File: src/design/l3964_pkg.sv
`default_nettype none

package l3964_pkg;

    localparam int MAX_BYTES_DEF = 64;

    localparam int GAP_W = 16;
    localparam int LEN_W = 7;
    localparam logic [GAP_W-1:0] GAP_TIMEOUT_RST = 16'd220;

    // Line characters
    localparam logic [7:0] CH_STX = 8'h02;
    localparam logic [7:0] CH_ETX = 8'h03;
    localparam logic [7:0] CH_DLE = 8'h10;

    // Request kinds
    localparam logic REQ_BYTE = 1'b0;
    localparam logic REQ_TICK = 1'b1;

    // Link modes
    localparam logic [1:0] MODE_IDLE  = 2'd0;
    localparam logic [1:0] MODE_DATA  = 2'd1;
    localparam logic [1:0] MODE_CHECK = 2'd2;

    // Frame events
    localparam logic [2:0] EV_NONE     = 3'd0;
    localparam logic [2:0] EV_GOOD     = 3'd1;
    localparam logic [2:0] EV_MISMATCH = 3'd2;
    localparam logic [2:0] EV_OVERRUN  = 3'd3;
    localparam logic [2:0] EV_ESCAPE   = 3'd4;
    localparam logic [2:0] EV_TIMEOUT  = 3'd5;

    typedef struct packed {
        logic       req_type;
        logic [7:0] rx_byte;
    } req_t;

    typedef struct packed {
        logic             send_ack;
        logic             data_valid;
        logic [7:0]       data_byte;
        logic [2:0]       frame_event;
        logic [LEN_W-1:0] telegram_length;
    } res_t;

    // Handshake between core and result register
    typedef struct packed {
        logic load;
        logic ready;
    } stage_ctl_t;

endpackage

`default_nettype wire

File: src/design/l3964_if.sv
`default_nettype none

interface l3964_req_if
    import l3964_pkg::*;
();
    logic valid;
    logic ready;
    req_t payload;

    modport source (output valid, output payload, input ready);
    modport sink (input valid, input payload, output ready);
endinterface

interface l3964_res_if
    import l3964_pkg::*;
();
    logic valid;
    logic ready;
    res_t payload;

    modport source (output valid, output payload, input ready);
    modport sink (input valid, input payload, output ready);
endinterface

`default_nettype wire

File: src/design/link_3964r_receiver.sv
`default_nettype none

//  channel   dir  payload                                          beat taken when
//  req_ch    in   req_type, rx_byte                                valid & ready
//  res_ch    out  send_ack, data_valid, data_byte, frame_event,    valid & ready
//                 telegram_length
//  cfg       in   cfg_wdata (gap_timeout_ticks)                    cfg_we
//
//  A request beat updates the link state and lands in the
//  result register at the same edge, one result beat per request beat.
//  A new request is taken in every cycle while the result register is empty or
//  is being drained in that cycle.
//  Reset puts the link in idle with a gap timeout of 220 ticks.
//  A stalled result holds in the result register and stalls the request side.

module link_3964r_receiver
    import l3964_pkg::*;
#(
    parameter int MAX_BYTES = MAX_BYTES_DEF
) (
    input  wire logic             clk,
    input  wire logic             rst_n,
    input  wire logic             cfg_we,
    input  wire logic [GAP_W-1:0] cfg_wdata,
    l3964_req_if.sink             req_ch,
    l3964_res_if.source           res_ch
);

    stage_ctl_t ctl;
    res_t       res;

    assign ctl.load   = req_ch.valid && ctl.ready;
    assign req_ch.ready = ctl.ready;

    l3964_rx_core #(
        .MAX_BYTES (MAX_BYTES)
    ) u_core (
        .clk       (clk),
        .rst_n     (rst_n),
        .cfg_we    (cfg_we),
        .cfg_wdata (cfg_wdata),
        .load      (ctl.load),
        .req       (req_ch.payload),
        .res       (res)
    );

    l3964_out_reg u_res_reg (
        .clk    (clk),
        .rst_n  (rst_n),
        .res    (res),
        .load   (ctl.load),
        .ready  (ctl.ready),
        .res_ch (res_ch)
    );

endmodule

`default_nettype wire

File: src/design/l3964_rx_core.sv
`default_nettype none

module l3964_rx_core
    import l3964_pkg::*;
#(
    parameter int MAX_BYTES = MAX_BYTES_DEF
) (
    input  wire logic             clk,
    input  wire logic             rst_n,
    input  wire logic             cfg_we,
    input  wire logic [GAP_W-1:0] cfg_wdata,
    input  wire logic             load,
    input  wire req_t             req,
    output      res_t             res
);

    localparam int CNT_W = $clog2(MAX_BYTES + 1);
    localparam logic [CNT_W-1:0] CNT_MAX = CNT_W'(MAX_BYTES);

    logic [GAP_W-1:0] timeout_reg;
    logic [1:0]       mode_reg, mode_next;
    logic             esc_reg, esc_next;
    logic [7:0]       chk_reg, chk_next;
    logic [CNT_W-1:0] cnt_reg, cnt_next;
    logic [GAP_W-1:0] gap_reg, gap_next;

    always_ff @(posedge clk or negedge rst_n)
    begin
        if (!rst_n)
        begin
            timeout_reg <= GAP_TIMEOUT_RST;
            mode_reg    <= MODE_IDLE;
            esc_reg     <= 1'b0;
            chk_reg     <= '0;
            cnt_reg     <= '0;
            gap_reg     <= '0;
        end
        else
        begin
            if (cfg_we)
            begin
                timeout_reg <= cfg_wdata;
            end
            mode_reg <= mode_next;
            esc_reg  <= esc_next;
            chk_reg  <= chk_next;
            cnt_reg  <= cnt_next;
            gap_reg  <= gap_next;
        end
    end

    always_comb
    begin
        logic store;
        store     = 1'b0;
        res       = '0;
        mode_next = mode_reg;
        esc_next  = esc_reg;
        chk_next  = chk_reg;
        cnt_next  = cnt_reg;
        gap_next  = gap_reg;

        if (load)
        begin
            if (req.req_type == REQ_TICK)
            begin
                // saturate the gap counter
                if (gap_reg != '1)
                begin
                    gap_next = gap_reg + 1'b1;
                end
                if ((mode_reg == MODE_DATA || mode_reg == MODE_CHECK) &&
                    gap_next > timeout_reg)
                begin
                    res.frame_event = EV_TIMEOUT;
                    mode_next       = MODE_IDLE;
                    esc_next        = 1'b0;
                end
            end
            else
            begin
                gap_next = '0;
                unique case (mode_reg)
                    MODE_DATA:
                    begin
                        if (cnt_reg >= CNT_MAX)
                        begin
                            res.frame_event = EV_OVERRUN;
                            mode_next       = MODE_IDLE;
                            esc_next        = 1'b0;
                        end
                        else
                        begin
                            store    = 1'b1;
                            chk_next = chk_reg ^ req.rx_byte;
                            if (req.rx_byte == CH_DLE)
                            begin
                                // first DLE is held back, second one is data
                                esc_next = !esc_reg;
                                store    = esc_reg;
                            end
                            else if (req.rx_byte == CH_ETX && esc_reg)
                            begin
                                esc_next  = 1'b0;
                                mode_next = MODE_CHECK;
                                store     = 1'b0;
                            end
                            else if (esc_reg)
                            begin
                                res.frame_event = EV_ESCAPE;
                                mode_next       = MODE_IDLE;
                                esc_next        = 1'b0;
                                store           = 1'b0;
                            end
                            if (store)
                            begin
                                res.data_valid = 1'b1;
                                res.data_byte  = req.rx_byte;
                                cnt_next       = cnt_reg + 1'b1;
                            end
                        end
                    end
                    MODE_CHECK:
                    begin
                        if (req.rx_byte == chk_reg)
                        begin
                            res.send_ack    = 1'b1;
                            res.frame_event = EV_GOOD;
                        end
                        else
                        begin
                            res.frame_event = EV_MISMATCH;
                        end
                        mode_next = MODE_IDLE;
                        esc_next  = 1'b0;
                    end
                    default:
                    begin
                        if (req.rx_byte == CH_STX)
                        begin
                            res.send_ack = 1'b1;
                            mode_next    = MODE_DATA;
                            esc_next     = 1'b0;
                            chk_next     = '0;
                            cnt_next     = '0;
                        end
                    end
                endcase
            end
        end
        res.telegram_length = LEN_W'(cnt_next);
    end

    a_idle_no_escape: assert property (@(posedge clk) disable iff (!rst_n)
        (mode_reg == MODE_IDLE || mode_reg == MODE_CHECK) |-> !esc_reg)
        else $error("escape pending outside the data phase");

    a_count_bound: assert property (@(posedge clk) disable iff (!rst_n)
        cnt_reg <= CNT_MAX)
        else $error("byte count beyond buffer size");

    a_byte_clears_gap: assert property (@(posedge clk) disable iff (!rst_n)
        (load && req.req_type == REQ_BYTE) |=> gap_reg == '0)
        else $error("gap counter not cleared by a received byte");

    a_data_only_in_frame: assert property (@(posedge clk) disable iff (!rst_n)
        (load && res.data_valid) |-> mode_reg == MODE_DATA)
        else $error("data byte emitted outside the data phase");

endmodule

`default_nettype wire

File: src/design/l3964_out_reg.sv
`default_nettype none

module l3964_out_reg
    import l3964_pkg::*;
(
    input  wire logic   clk,
    input  wire logic   rst_n,
    input  wire res_t   res,
    input  wire logic   load,
    output      logic   ready,
    l3964_res_if.source res_ch
);

    logic valid_reg;
    res_t data_reg;

    always_ff @(posedge clk or negedge rst_n)
    begin
        if (!rst_n)
        begin
            valid_reg <= 1'b0;
            data_reg  <= '0;
        end
        else
        begin
            if (load)
            begin
                valid_reg <= 1'b1;
                data_reg  <= res;
            end
            else if (res_ch.ready)
            begin
                valid_reg <= 1'b0;
            end
        end
    end

    // take a new beat when empty or when the held one drains this cycle
    assign ready          = !valid_reg || res_ch.ready;
    assign res_ch.valid   = valid_reg;
    assign res_ch.payload = data_reg;

    a_load_only_when_ready: assert property (@(posedge clk) disable iff (!rst_n)
        load |-> ready)
        else $error("result register loaded while full");

    a_load_sets_valid: assert property (@(posedge clk) disable iff (!rst_n)
        load |=> valid_reg)
        else $error("loaded beat not presented");

    a_hold_while_stalled: assert property (@(posedge clk) disable iff (!rst_n)
        (valid_reg && !res_ch.ready) |=> (valid_reg && $stable(data_reg)))
        else $error("stalled result beat changed or dropped");

endmodule

`default_nettype wire
File: src/flat_wrapper.sv
// flat-port wrapper written by rule: the top's interface ports become plain ports
module link_3964r_receiver_flat import l3964_pkg::*;
#(
    parameter int MAX_BYTES = MAX_BYTES_DEF
)
  (clk, rst_n, cfg_we, cfg_wdata, req_ch_valid, req_ch_payload, req_ch_ready, res_ch_valid, res_ch_payload, res_ch_ready);
  l3964_req_if req_ch_i ();
  l3964_res_if res_ch_i ();
  input  wire logic clk;
  input  wire logic rst_n;
  input  wire logic cfg_we;
  input  wire logic [GAP_W-1:0] cfg_wdata;
  input wire logic [$bits(req_ch_i.valid)-1:0] req_ch_valid;
  input wire logic [$bits(req_ch_i.payload)-1:0] req_ch_payload;
  output wire logic [$bits(req_ch_i.ready)-1:0] req_ch_ready;
  output wire logic [$bits(res_ch_i.valid)-1:0] res_ch_valid;
  output wire logic [$bits(res_ch_i.payload)-1:0] res_ch_payload;
  input wire logic [$bits(res_ch_i.ready)-1:0] res_ch_ready;
  assign req_ch_i.valid = req_ch_valid;
  assign req_ch_i.payload = req_ch_payload;
  assign req_ch_ready = req_ch_i.ready;
  assign res_ch_valid = res_ch_i.valid;
  assign res_ch_payload = res_ch_i.payload;
  assign res_ch_i.ready = res_ch_ready;
  link_3964r_receiver #(.MAX_BYTES(MAX_BYTES)) u_core (.clk(clk), .rst_n(rst_n), .cfg_we(cfg_we), .cfg_wdata(cfg_wdata), .req_ch(req_ch_i), .res_ch(res_ch_i));
endmodule
File: config.mk
export PLATFORM = sky130hd
export DESIGN_NAME = link_3964r_receiver_flat
export DESIGN_NICKNAME = d
export VERILOG_FILES = /design/src/design/l3964_pkg.sv /design/src/design/l3964_if.sv /design/src/design/link_3964r_receiver.sv /design/src/design/l3964_rx_core.sv /design/src/design/l3964_out_reg.sv /design/src/flat_wrapper.sv
export SDC_FILE = /design/constraint.sdc
export NUM_CORES = 1
export LEC_CHECK = 0
export ABC_AREA = 1
export BUFFER_PORTS_ARGS = -buffer_cell sky130_fd_sc_hd__buf_2
export CORE_ASPECT_RATIO = 1.4
export CORE_UTILIZATION = 40
export DETAILED_ROUTE_END_ITERATION = 16
export PLACE_DENSITY = 0.57
export SLEW_MARGIN = 20
export SYNTH_ARGS = -nofsm -noshare
export SYNTH_HDL_FRONTEND = slang
export SYNTH_SLANG_ARGS = --single-unit
File: constraint.sdc
create_clock -name clk -period 3.6 [get_ports clk]
set_clock_uncertainty 0.1 [all_clocks]
set_input_delay 0.9 -clock clk [delete_from_list [all_inputs] [get_ports clk]]
set_output_delay 0.9 -clock clk [all_outputs]
set_load 0.02 [all_outputs]
Word level (Yosys, flattened, before mapping)
Cells that the tools add are included.

Bits in latches: 0. Output and inout bits: 22. Logic and storage cells: 94. Memory bits (read-only): 0. Memories kept: 0. Input port bits: 30. Flip-flop bits (word level): 71. RAM bits: 0.

Divide/modulo/power cells: 0. Add/subtract/negate cells: 2. Multiply operators: 0. $lt $le $gt $ge: 2. Multiplexer cells: 51. Reductions and logical operators: 13. Shift-type cells: 0. Bitwise logic cells: 3. Equality and inequality tests: 11.

Operators with widths (number): $mux W16 (4); $mux W7 (5); $mux W9 (3); $mux W3 (6); $add A16 B1 Y16 const B (1); $eq A8 B2 Y1 const B (2); $gt A16 B16 Y1 (1); $mux W1 (16); $mux W2 (8); $mux W8 (2); $ne A16 B16 Y1 const B (1); $pmux W8 S2 (1); $pmux W7 S2 (1); $mux W10 (1); $reduce_and A5 Y1 (2); $eq A8 B5 Y1 const B (1); $eq A8 B8 Y1 (1); $xor A8 B8 Y8 (1); $add A7 B1 Y7 const B (1); $ge A7 B7 Y1 const B (1); $pmux W3 S2 (1); $ne A5 B3 Y1 const B (1); $ne A4 B4 Y1 const B (1); $pmux W1 S2 (2); other kinds (12) (18).

Depth between registers and ports, before layout
Gate-level depths: netlist (run 1).

Depth after elaboration: 13. Depth in mapped cells: 23. Gate-level depth less buffers: 23.

Modules after synthesis
A second synthesis (run 1) with hierarchy kept.

Cells, all modules: 540. Area total of the unflattened synthesis: 4319.1 µm².

By module, submodules not included: l3964_rx_core (area each 3303.2 µm², cells an instance 449, instances 1); l3964_out_reg (area each 1008.5 µm², cells an instance 89, instances 1); link_3964r_receiver (area each 7.5 µm², cells an instance 2, instances 1).

Worst setup path before layout (run 1)
Ideal clock, no wire load.

Kind: register to register. Start point: reg u_core.u_core.gap_reg[0]. End point: reg u_core.u_core.mode_reg[0]. Arrival time: 2.335 ns. Path slack: 1.049 ns. Setup time: 0.117 ns. Clock period less this slack: 2.551 ns. Required time: 3.383 ns. Stages on the path, launching flop included: 21. Cell sequence: dfrtp_1 > ha_1 > nand2_1 > inv_1 > nand3_1 > nor2_1 > nand3_1 > nand3b_1 > and2_4 > ha_1 > nand2_1 > nor2_1 > nand2_1 > inv_1 > nand2_1 > nand2_1 > nand3_1 > nand2_1 > nand2_1 > nand2_1 > nand2_1.

Cells in the longest elaborated chain, start to end: 8. Elaborated cells on any way between the ends: 9. Classes of those cells: add/sub (1); order compare (1); eq/ne (2); mux (3); reduce/logical (2).

RTL lines: from (decl) (line l3964_rx_core.sv:25) `logic [GAP_W-1:0] gap_reg, gap_next;`; from (signal assigned) (line l3964_rx_core.sv:48) `gap_reg <= gap_next;`; $add A16 B1 Y16 or $ne A16 B16 Y1 (tied branches) (line l3964_rx_core.sv:70, l3964_rx_core.sv:68); $mux W16 (*) (line l3964_rx_core.sv:68) `if (gap_reg != '1)`; $mux W16 (*) (line l3964_rx_core.sv:65) `if (req.req_type == REQ_TICK)`; $mux W16 (*) (line l3964_rx_core.sv:63) `if (load)`; $gt A16 B16 Y1 (*) (line l3964_rx_core.sv:73) `gap_next > timeout_reg)`; $logic_and A1 B1 Y1 (*) (line l3964_rx_core.sv:72) `if ((mode_reg == MODE_DATA || mode_reg == MODE_CHECK) &&`; $ne A2 B1 Y1 (no source line) (*); $reduce_and A5 Y1 (no source line) (*); to (signal assigned) (line l3964_rx_core.sv:44) `mode_reg <= mode_next;`; to (decl) (line l3964_rx_core.sv:21) `logic [1:0] mode_reg, mode_next;`.

Every way passes the cells marked *; elsewhere a longest branch is shown, timed or not. The select of a mux whose other input is x is not followed. A chain may end at the register's enable or synchronous reset.

Worst setup path after layout (run 1)
Same ends and word-level chain as after synthesis.

==> results of run 1 <==
per-stage QoR:
| step | util, % | power (mW) | setup slack [ns] | area [sq um] |
|---|---|---|---|---|
| after floorplan | - | 1.52 | 1.05 | 4160 |
| after global placement | 45.7 | 1.71 | 0.600 | 4570 |
| after detailed placement | 45.7 | 1.72 | 0.559 | 4570 |
| after CTS | 49.2 | 2.78 | 0.621 | 4920 |
| after global routing | 49.2 | 2.91 | 0.196 | 4920 |
| final | 49.2 | 2.75 | 0.616 | 4920 |
area by class of cell:
type                            instances  area [sq um]
Tap cell                              135           169
Timing Repair Buffer                   54           290
Inverter                               94           353
Clock buffer                           10           239
Clock inverter                          6           108
Fill cell                            1032          5090
Multi-Input combinational cell        362          1980
Sequential cell                        71          1780
placed cells by master, fill, tap and decap left out, types with 5 or more instances in the layout:
| cell | n |
|---|---|
| sky130_fd_sc_hd__a21oi_1 | 13 |
| sky130_fd_sc_hd__buf_2 | 51 |
| sky130_fd_sc_hd__clkbuf_16 | 9 |
| sky130_fd_sc_hd__dfrtp_1 | 66 |
| sky130_fd_sc_hd__dfstp_2 | 5 |
| sky130_fd_sc_hd__ha_1 | 22 |
| sky130_fd_sc_hd__inv_1 | 87 |
| sky130_fd_sc_hd__inv_2 | 6 |
| sky130_fd_sc_hd__nand2_1 | 134 |
| sky130_fd_sc_hd__nand3_1 | 25 |
| sky130_fd_sc_hd__nand4_1 | 5 |
| sky130_fd_sc_hd__nor2_1 | 35 |
| sky130_fd_sc_hd__nor2_2 | 5 |
| sky130_fd_sc_hd__nor3_1 | 8 |
| sky130_fd_sc_hd__o21ai_0 | 52 |
| sky130_fd_sc_hd__o21ai_1 | 11 |
| sky130_fd_sc_hd__xnor2_1 | 9 |
| sky130_fd_sc_hd__xor2_1 | 8 |
layer usage:
metal / vias up / track usage [%] / share of wire (%)
li1: 1823 / - / -
met1: 1637 / 22.0 / 42
met2: 83 / 34.2 / 50
met3: 24 / 3.90 / 4.0
met4: 0 / 10.5 / 3.2
met5: - / 0 / 0
worst paths after layout:
kind,endpoint,slack [ns]
worst min-delay path,u_core.u_res_reg.res_ch.payload[7],0.38
worst max-delay path,u_core.u_core.mode_reg[0],0.62
min in group asynchronous,u_core.u_core.timeout_reg[11],0.55
worst min register to register,u_core.u_res_reg.res_ch.payload[7],0.38
max in group asynchronous,u_core.u_core.cnt_reg[3],2.19
worst max register to register,u_core.u_core.mode_reg[0],0.62
report_power, final:
group | total (mW) | internal [mW] | switching [mW]
logic | 0.674 | 0.241 | 0.433
registers | 1.03 | 0.940 | 0.0901
clock network | 1.04 | 0.693 | 0.349
total | 2.75 | 1.87 | 0.872
worst max-delay path: cells and delay by family (launching register included):
family / cells / cell delay, ns
simple gates: 16 / 1.77
flops: 1 / 0.40
buf+inv: 2 / 0.15
fa+ha+maj: 2 / 0.46
logic make-up after synthesis:
logic type,Yosys count,share of synthesized area (%)
xor gates and xnor gates,17,3.58
and+or+nand+nor,229,24.4
adders and majority gates,22,6.62
AOI/OAI and AO/OA,93,12.7
muxes,1,0.271
buffers and inverters,104,9.54
DFF,71,42.9
==> Flow_metrics.wiki, run 1 <==
{| class="wikitable"
! Metric !! Value
|-
| Status || completed
|-
| Class of the most critical setup path || flip-flop to flip-flop
|-
| Final Max Tran Viols || 0
|-
| Final Hold Slack || 0.381 ns
|-
| Launch point of the worst reg-to-reg path || u_core.u_core.gap_reg[0]
|-
| Arrival time at the worst endpoint || 3.11 ns
|-
| Count of routing violations after the opening detailed-route iteration || 144
|-
| Power per cell area || 558 nW/um^2
|-
| Slew at the pin with the worst max-slew slack || 0.808 ns
|-
| Critical-path maximum fanout || 5
|-
| Most used standard cell by instance count after synthesis || sky130_fd_sc_hd__nand2_1
|-
| Primary FF master, synth || sky130_fd_sc_hd__dfrtp_1
|-
| Mapped Nets || 589
|-
| Port buffer count || 51
|-
| Effective utilization at floorplan || 41.5%
|-
| Number of failing setup endpoints in the final timing report || 0
|-
| Count of maximum capacitance violations || 0
|-
| Netlist area before placement || 4160 sq um
|-
| Post-synthesis cell type with the largest combined area || sky130_fd_sc_hd__dfrtp_1
|-
| Number of DRC violations after detailed routing || 0
|-
| Worst skew pair latency || 0.34 ns
|-
| HPWL after detailed placement || 7.14 mm
|-
| Largest net degree at the start of global routing || 39
|-
| Category of the worst setup path launch point || flip-flop
|-
| CP dominant cell by count || sky130_fd_sc_hd__nand2_1
|-
| Horizontal die dimension || 88.2 microns
|-
| Final Hold Vio Count || 0
|-
| Highest ir drop seen on vdd || 0.000291 V
|-
| Routed Wire Length || 9.54 mm
|-
| Cell types with the highest counts after synthesis || 134 x sky130_fd_sc_hd__nand2_1, 87 x sky130_fd_sc_hd__inv_1, 66 x sky130_fd_sc_hd__dfrtp_1, 52 x sky130_fd_sc_hd__o21ai_0, 35 x sky130_fd_sc_hd__nor2_1
|-
| Setup TNS || 0 ns
|-
| Cells on worst reg2reg path || 20
|-
| Core Region || 10,000 sq um
|-
| Hold-critical path depth || 2
|-
| Final routed wire length divided by cell count || 13.0 microns
|-
| Cells taking the most area after synthesis || sky130_fd_sc_hd__dfrtp_1 40%, sky130_fd_sc_hd__nand2_1 12%, sky130_fd_sc_hd__inv_1 7.9%, sky130_fd_sc_hd__ha_1 6.6%, sky130_fd_sc_hd__o21ai_0 6.3%
|-
| Clock root buffer || sky130_fd_sc_hd__clkbuf_16
|-
| Maximum achievable frequency || 0.335 GHz
|-
| Die Footprint || 10,800 sq um
|-
| Cell-by-cell trace of the critical path || ha_1, nand2_1, inv_1, nand3_1, nor2_1, nand3_1, nand3b_1, and2_4, ha_1, nand2_1, nor2_1, nand2_1, inv_1, nand2_1, nand2_1, nand3_1, nand2_1, nand2_1, nand2_1, nand2_1
|-
| Clock sink total || 71
|-
| Gr usage total || 19.5%
|-
| Row count || 43
|-
| Finished Layout Cells || 732
|-
| Layout cells sized above 1 || 17.4%
|-
| Via density per instance || 4.87
|-
| Kind of path behind the tightest hold check || flip-flop to flip-flop
|-
| Portion of synthesized cell area occupied by the leading cell type || 39.7%
|-
| Overall overflow remaining after global route || 0
|-
| Cell with the largest stage delay on the worst path || sky130_fd_sc_hd__dfrtp_1
|-
| Post-CTS setup repair buffer count || 0
|-
| Required arrival time at the worst endpoint || 3.73 ns
|-
| Number of antenna violations at the first check in global routing || 0
|-
| Final GP Congestion || 0.881
|-
| Via count of the first global-routing pass || 3,496
|-
| Layout area overhead || 18.3%
|-
| CTS tree || yes
|-
| Worst hold path startpoint || u_core.u_res_reg.res_ch.payload[7]
|-
| H-tree levels || 3
|-
| Number of vias after detailed routing || 3,567
|-
| Count of flip-flops with a built-in enable after synthesis || 0
|-
| Pre-antenna DRT Iters || 4
|-
| Post-cts sizing count || 0
|-
| Number of buffers added by the clock tree synthesis step || 9
|-
| Post-detailed-route count of antenna-violating nets || 0
|-
| Post-synthesis average cell area || 7.74 sq um
|-
| Vertical die dimension || 123 microns
|-
| Crit share post-route || 82.9%
|-
| Net count, final || 644
|-
| Standby leakage power || 2.54 nW
|-
| Time the worst path needs with I/O delays and setup || 2.98 ns
|-
| Max Root-Sink Buffers || 2
|-
| Clock-pin transition on the worst setup and hold timing paths || 0.06 ns
|-
| Diode count || 0
|-
| Placed Cells incl. Taps || 716
|-
| Distinct cell type count after synthesis || 42
|-
| Maximum single-stage delay on the critical path || 0.40 ns
|-
| Total I/O pin count || 52
|-
| Max transition margin || 46.2%
|-
| Number of flip-flops under the largest register name || 20
|-
| Origin of the worst setup path || u_core.u_core.gap_reg[0]
|-
| YS warnings || 0
|-
| Sequential area share after synthesis || 42.9%
|-
| Setup repair after global routing missed its margin || no
|-
| Asr flop ratio synth || 100%
|-
| Cell count after synthesis || 537
|-
| Flop and latch count out of synthesis || 71
|-
| Capturing element type of the critical path || flip-flop
|-
| Hold buffers post-CTS || 0
|-
| First-pass GRT wire length || 16.0 mm
|}
No activity file was read; power rests on OpenSTA's default activity.
==> inputs of run 2 (changes only) <==
--- a/config.mk
+++ b/config.mk
@@ -5,12 +5,12 @@
 export SDC_FILE = /design/constraint.sdc
 export NUM_CORES = 1
 export LEC_CHECK = 0
-export ABC_AREA = 1
+export ABC_AREA = 0
 export BUFFER_PORTS_ARGS = -buffer_cell sky130_fd_sc_hd__buf_2
 export CORE_ASPECT_RATIO = 1.4
 export CORE_UTILIZATION = 40
 export DETAILED_ROUTE_END_ITERATION = 16
-export PLACE_DENSITY = 0.57
+export PLACE_DENSITY = 0.59
 export SLEW_MARGIN = 20
 export SYNTH_ARGS = -nofsm -noshare
 export SYNTH_HDL_FRONTEND = slang
==> constraint.sdc (replaced) <==
create_clock -name clk -period 2.7 [get_ports clk]
set_clock_uncertainty 0.1 [all_clocks]
set_input_delay 0.675 -clock clk [delete_from_list [all_inputs] [get_ports clk]]
set_output_delay 0.675 -clock clk [all_outputs]
set_load 0.02 [all_outputs]
==> run 2 against run 1 <==
  * The flow now finishes with violations (setup timing)
  * Total power rose by 35%
  * Fmax down 10%
  * Non-clock buffer count is 96 higher
  * Critical path type unchanged
  * Critical endpoint is now u_core.u_res_reg.res_ch.payload[9]
==> Flow_metrics.wiki, run 2 <==
{| class="wikitable"
! Metric !! Value
|-
| Status || finished, violations left
|-
| Violated checks || setup timing
|-
| Port buffer count || 51 (unchanged)
|-
| Clock-pin transition on the worst setup and hold timing paths || 0.06 ns (about the same)
|-
| Portion of synthesized cell area occupied by the leading cell type || 38.7% (-0.99 points)
|-
| Die Footprint || 11,100 sq um (+2.5%)
|-
| Maximum single-stage delay on the critical path || 0.38 ns (-0.02 ns)
|-
| Number of flip-flops under the largest register name || 20 (unchanged)
|-
| Effective utilization at floorplan || 41.2% (-0.35 points)
|-
| Row count || 44 (+2.3%)
|-
| Largest net degree at the start of global routing || 42 (+7.7%)
|-
| Total I/O pin count || 52 (unchanged)
|-
| Primary FF master, synth || sky130_fd_sc_hd__dfrtp_1
|-
| Maximum achievable frequency || 0.301 GHz (-10%)
|-
| Capturing element type of the critical path || flip-flop
|-
| Netlist area before placement || 4260 sq um (+2.6%)
|-
| Net count, final || 665 (+3.3%)
|-
| Post-layout total power || 3.71 mW (+35%)
|-
| Highest ir drop seen on vdd || 0.000368 V (+27%)
|-
| Routed Wire Length || 12.2 mm (+28%)
|-
| Vertical die dimension || 124 microns (+1.3%)
|-
| Synthesized-area fraction occupied by adder cells || 6.46% (-0.17 points)
|-
| Core Region || 10,300 sq um (+3.4%)
|-
| Most congested layer reported by global routing || met2
|-
| Finished Layout Cells || 756 (+3.3%)
|-
| Slew at the pin with the worst max-slew slack || 0.519 ns (-0.289 ns)
|-
| Critical-path maximum fanout || 5 (unchanged)
|-
| H-tree levels || 3 (unchanged)
|-
| Post-synthesis average cell area || 8.98 sq um (+16%)
|-
| Pre-antenna DRT Iters || 4 (unchanged)
|-
| Final Max Tran Viols || 0 (unchanged)
|-
| Cell count after synthesis || 475 (-12%)
|-
| Number of buffers added by the clock tree synthesis step || 9 (unchanged)
|-
| Portion of netlist area occupied by mux cells || 1.26% (+0.99 points)
|-
| Number of vias after detailed routing || 4,067 (+14%)
|-
| Max transition margin || 65.3% (+19 points)
|-
| Cell with the largest stage delay on the worst path || sky130_fd_sc_hd__dfrtp_1
|-
| Flop and latch count out of synthesis || 71 (unchanged)
|-
| Clock power frac || 37.8% (about the same)
|-
| First-pass GRT wire length || 19.5 mm (+21%)
|-
| Met1 usage in global routing || 26.3% (+4.4 points)
|-
| Post-detailed-route count of antenna-violating nets || 0 (unchanged)
|-
| Via count of the first global-routing pass || 4,032 (+15%)
|-
| Post-synthesis simple-gate area fraction || 19.0% (-5.5 points)
|-
| Cell types with the highest counts after synthesis || 66 x sky130_fd_sc_hd__dfrtp_1, 55 x sky130_fd_sc_hd__nand2_1, 43 x sky130_fd_sc_hd__o21ai_0, 32 x sky130_fd_sc_hd__nor2_1, 29 x sky130_fd_sc_hd__inv_1
|-
| Routing usage on met2 || 43.1% (+8.9 points)
|-
| Final Hold Vio Count || 0 (unchanged)
|-
| Layout cells sized above 1 || 35.9% (+19 points)
|-
| Count of flip-flops with a built-in enable after synthesis || 0 (unchanged)
|-
| Worst Setup Slack, final || -0.618 ns (-1.23 ns)
|-
| Number of failing setup endpoints in the final timing report || 5 (+5)
|-
| Gr usage total || 23.7% (+4.2 points)
|-
| Layout area overhead || 40.2%
|-
| Complex-gate fraction of the synthesized area || 22.2% (+9.6 points)
|-
| Internal portion of total power || 2.54 mW (+36%)
|-
| Sequential share of power || 36.7% (-0.8 points)
|-
| Distinct cell type count after synthesis || 65 (+55%)
|-
| Mapped Nets || 527 (-11%)
|-
| Switching power summed over all nets || 1.16 mW (+34%)
|-
| Logic gate share of total power || 25.5% (+0.9 points)
|-
| Asr flop ratio synth || 100% (unchanged)
|-
| Worst skew pair latency || 0.35 ns (about the same)
|-
| Hold buffers post-CTS || 0 (unchanged)
|-
| Arrival time at the worst endpoint || 3.45 ns (+0.34 ns)
|-
| Max Root-Sink Buffers || 2 (unchanged)
|-
| Required arrival time at the worst endpoint || 2.83 ns (-0.90 ns)
|-
| YS warnings || 0 (unchanged)
|-
| Most used cells in the layout excluding fill and tap cells || 97 x sky130_fd_sc_hd__buf_4, 63 x sky130_fd_sc_hd__dfrtp_1, 53 x sky130_fd_sc_hd__nand2_1
|-
| Switching part of the total power || 31.4% (-0.34 points)
|-
| Count of routing violations after the opening detailed-route iteration || 174 (+21%)
|-
| Overall overflow remaining after global route || 0 (unchanged)
|-
| Setup repair after global routing missed its margin || yes
|-
| Diode count || 0 (unchanged)
|-
| Standby leakage power || 2.82 nW (+11%)
|-
| Most frequent standard cell in the layout excluding fill and tap cells || sky130_fd_sc_hd__buf_4
|-
| Sequential area share after synthesis || 41.8% (-1.1 points)
|-
| Met3 track utilization from global routing || 4.51% (+0.61 points)
|-
| Time the worst path needs with I/O delays and setup || 3.32 ns (+0.334 ns)
|-
| Standard cell area after detailed placement || 5360 sq um (+17%)
|-
| Kind of path behind the tightest hold check || input port to asynchronous set/reset pin
|-
| Post-synthesis cell type with the largest combined area || sky130_fd_sc_hd__dfrtp_1
|-
| Cell-by-cell trace of the critical path || nand4_1, buf_4, buf_4, nor4_1, buf_4, or3_1, xnor2_1, ha_1, nand2_1, o21ai_0, a221o_1, o31a_1, a211o_1
|-
| CTS tree || yes
|-
| Cells taking the most area after synthesis || sky130_fd_sc_hd__dfrtp_1 39%, sky130_fd_sc_hd__ha_1 6.5%, sky130_fd_sc_hd__o21ai_0 5.0%, sky130_fd_sc_hd__nand2_1 4.8%, sky130_fd_sc_hd__a22o_1 3.5%
|-
| Most used standard cell by instance count after synthesis || sky130_fd_sc_hd__dfrtp_1
|-
| Clock sink total || 71 (unchanged)
|-
| Final GP Congestion || 0.861 (-2.3%)
|-
| Number of antenna violations at the first check in global routing || 0 (unchanged)
|-
| Count of maximum capacitance violations || 0 (unchanged)
|-
| Cell area after layout || 5980 sq um (+22%)
|-
| Number of DRC violations after detailed routing || 0 (unchanged)
|-
| Final routed wire length divided by cell count || 16.2 microns (+24%)
|-
| Via density per instance || 5.38 (+10%)
|-
| CP dominant cell by count || sky130_fd_sc_hd__buf_4
|-
| Horizontal die dimension || 89.3 microns (+1.2%)
|-
| Power per cell area || 620 nW/um^2 (+11%)
|-
| Category of the worst setup path launch point || flip-flop
|-
| Crit share post-route || 123% (+40 points)
|-
| Synth Area in XOR/XNOR || 4.52% (+0.94 points)
|-
| Dominant combinational cell family by area after synthesis || compound AO/OA/AOI/OAI gates
|-
| Placed Cells incl. Taps || 729 (+1.8%)
|-
| Class of the most critical setup path || flip-flop to flip-flop
|-
| HPWL after detailed placement || 8.89 mm (+24%)
|-
| Clock root buffer || sky130_fd_sc_hd__clkbuf_16
|}
-- run 2: cell count changes after synthesis, sizes merged, moves of 5 or more --
cell / previous run / this run
nand2b: 1 / 6
a21o: 2 / 10
nand3: 26 / 18
nor2b: 0 / 7
nand2: 138 / 55
a211oi: 0 / 5
nor2: 41 / 32
clkbuf: 7 / 22
inv: 93 / 29
o21ai: 66 / 43
xnor2: 9 / 17
a21oi: 14 / 21
a22o: 4 / 18
-- run 2: kinds of logic after synthesis --
kind of cell / after synthesis
compound gates: 140
mux: 5
buf+inv: 53
xor+xnor: 22
fa+ha+maj: 22
simple gates: 162
flops: 71
-- run 2: worst max-delay path: cells and delay by family (launching register included) --
kind | cells | cell delay (ns)
compound gates | 4 | 1.16
simple gates | 4 | 0.69
buf+inv | 3 | 0.50
flops | 1 | 0.38
fa+ha+maj | 1 | 0.24
xor+xnor | 1 | 0.12
-- run 2: per-layer routing --
layer,up-vias,part of all wire [%]
li1,1993,-
met1,1978,41
met2,69,53
met3,27,3.1
met4,0,3.0
met5,-,0
-- run 2: path summary, 6_finish.rpt --
| check | slack [ns] | startpoint | depth (start not counted) | endpoint |
|---|---|---|---|---|
| setup / recovery | -0.62 | u_core.u_core.gap_reg[11] | 13 | u_core.u_res_reg.res_ch.payload[9] |
| hold / removal | 0.08 | rst_n | 1 | u_core.u_core.gap_reg[14] |
| setup reg to reg | -0.62 | u_core.u_core.gap_reg[11] | 13 | u_core.u_res_reg.res_ch.payload[9] |
| hold reg to reg | 0.37 | u_core.u_res_reg.res_ch.payload[18] | 1 | u_core.u_res_reg.res_ch.payload[18] |
| max in group asynchronous | 1.80 | rst_n | 2 | u_core.u_core.timeout_reg[4] |
| min in group clk | 0.37 | u_core.u_res_reg.res_ch.payload[18] | 1 | u_core.u_res_reg.res_ch.payload[18] |
-- run 2: timing repair --
action / in CTS / in global routing
pin swaps: 17 / 14
gates resized for setup: 20 / 14
setup buffers: 6 / 5
endpoints found under the setup margin: 12 / 14
-- run 2: metrics by stage --
step | worst slack [ns] | setup TNS, ns | hold WS, ns | utilization [%]
6_report | -0.618 | -2.84 | 0.0780 | 57.8
3_5_place_dp | -0.638 | -9.85 | 0.367 | 51.8
2_1_floorplan | -0.463 | -2.22 | 0.279 | -
3_3_place_gp | -0.530 | -9.21 | 0.360 | 51.8
5_1_grt | -0.791 | -3.71 | 0.0885 | 57.8
4_1_cts | -0.534 | -2.42 | 0.0813 | 56.6
-- run 2: cell type report --
class | count | area (sq um)
fill | 972 | 4370
multi-input combinational | 351 | 2550
sequential | 71 | 1790
timing repair buffer | 150 | 1010
clock buffer | 9 | 225
tap | 138 | 173
clock inverter | 7 | 120
inverter | 30 | 113
-- run 2: power by group through the flow --
stage               clock network [mW]  registers (mW)  logic (mW)
global route                      1.46            1.38        1.05
floorplan                            0            1.40       0.522
global placement                     0            1.36       0.883
CTS                               1.42            1.36       0.935
detailed placement                   0            1.37       0.902
finish                            1.40            1.36       0.946
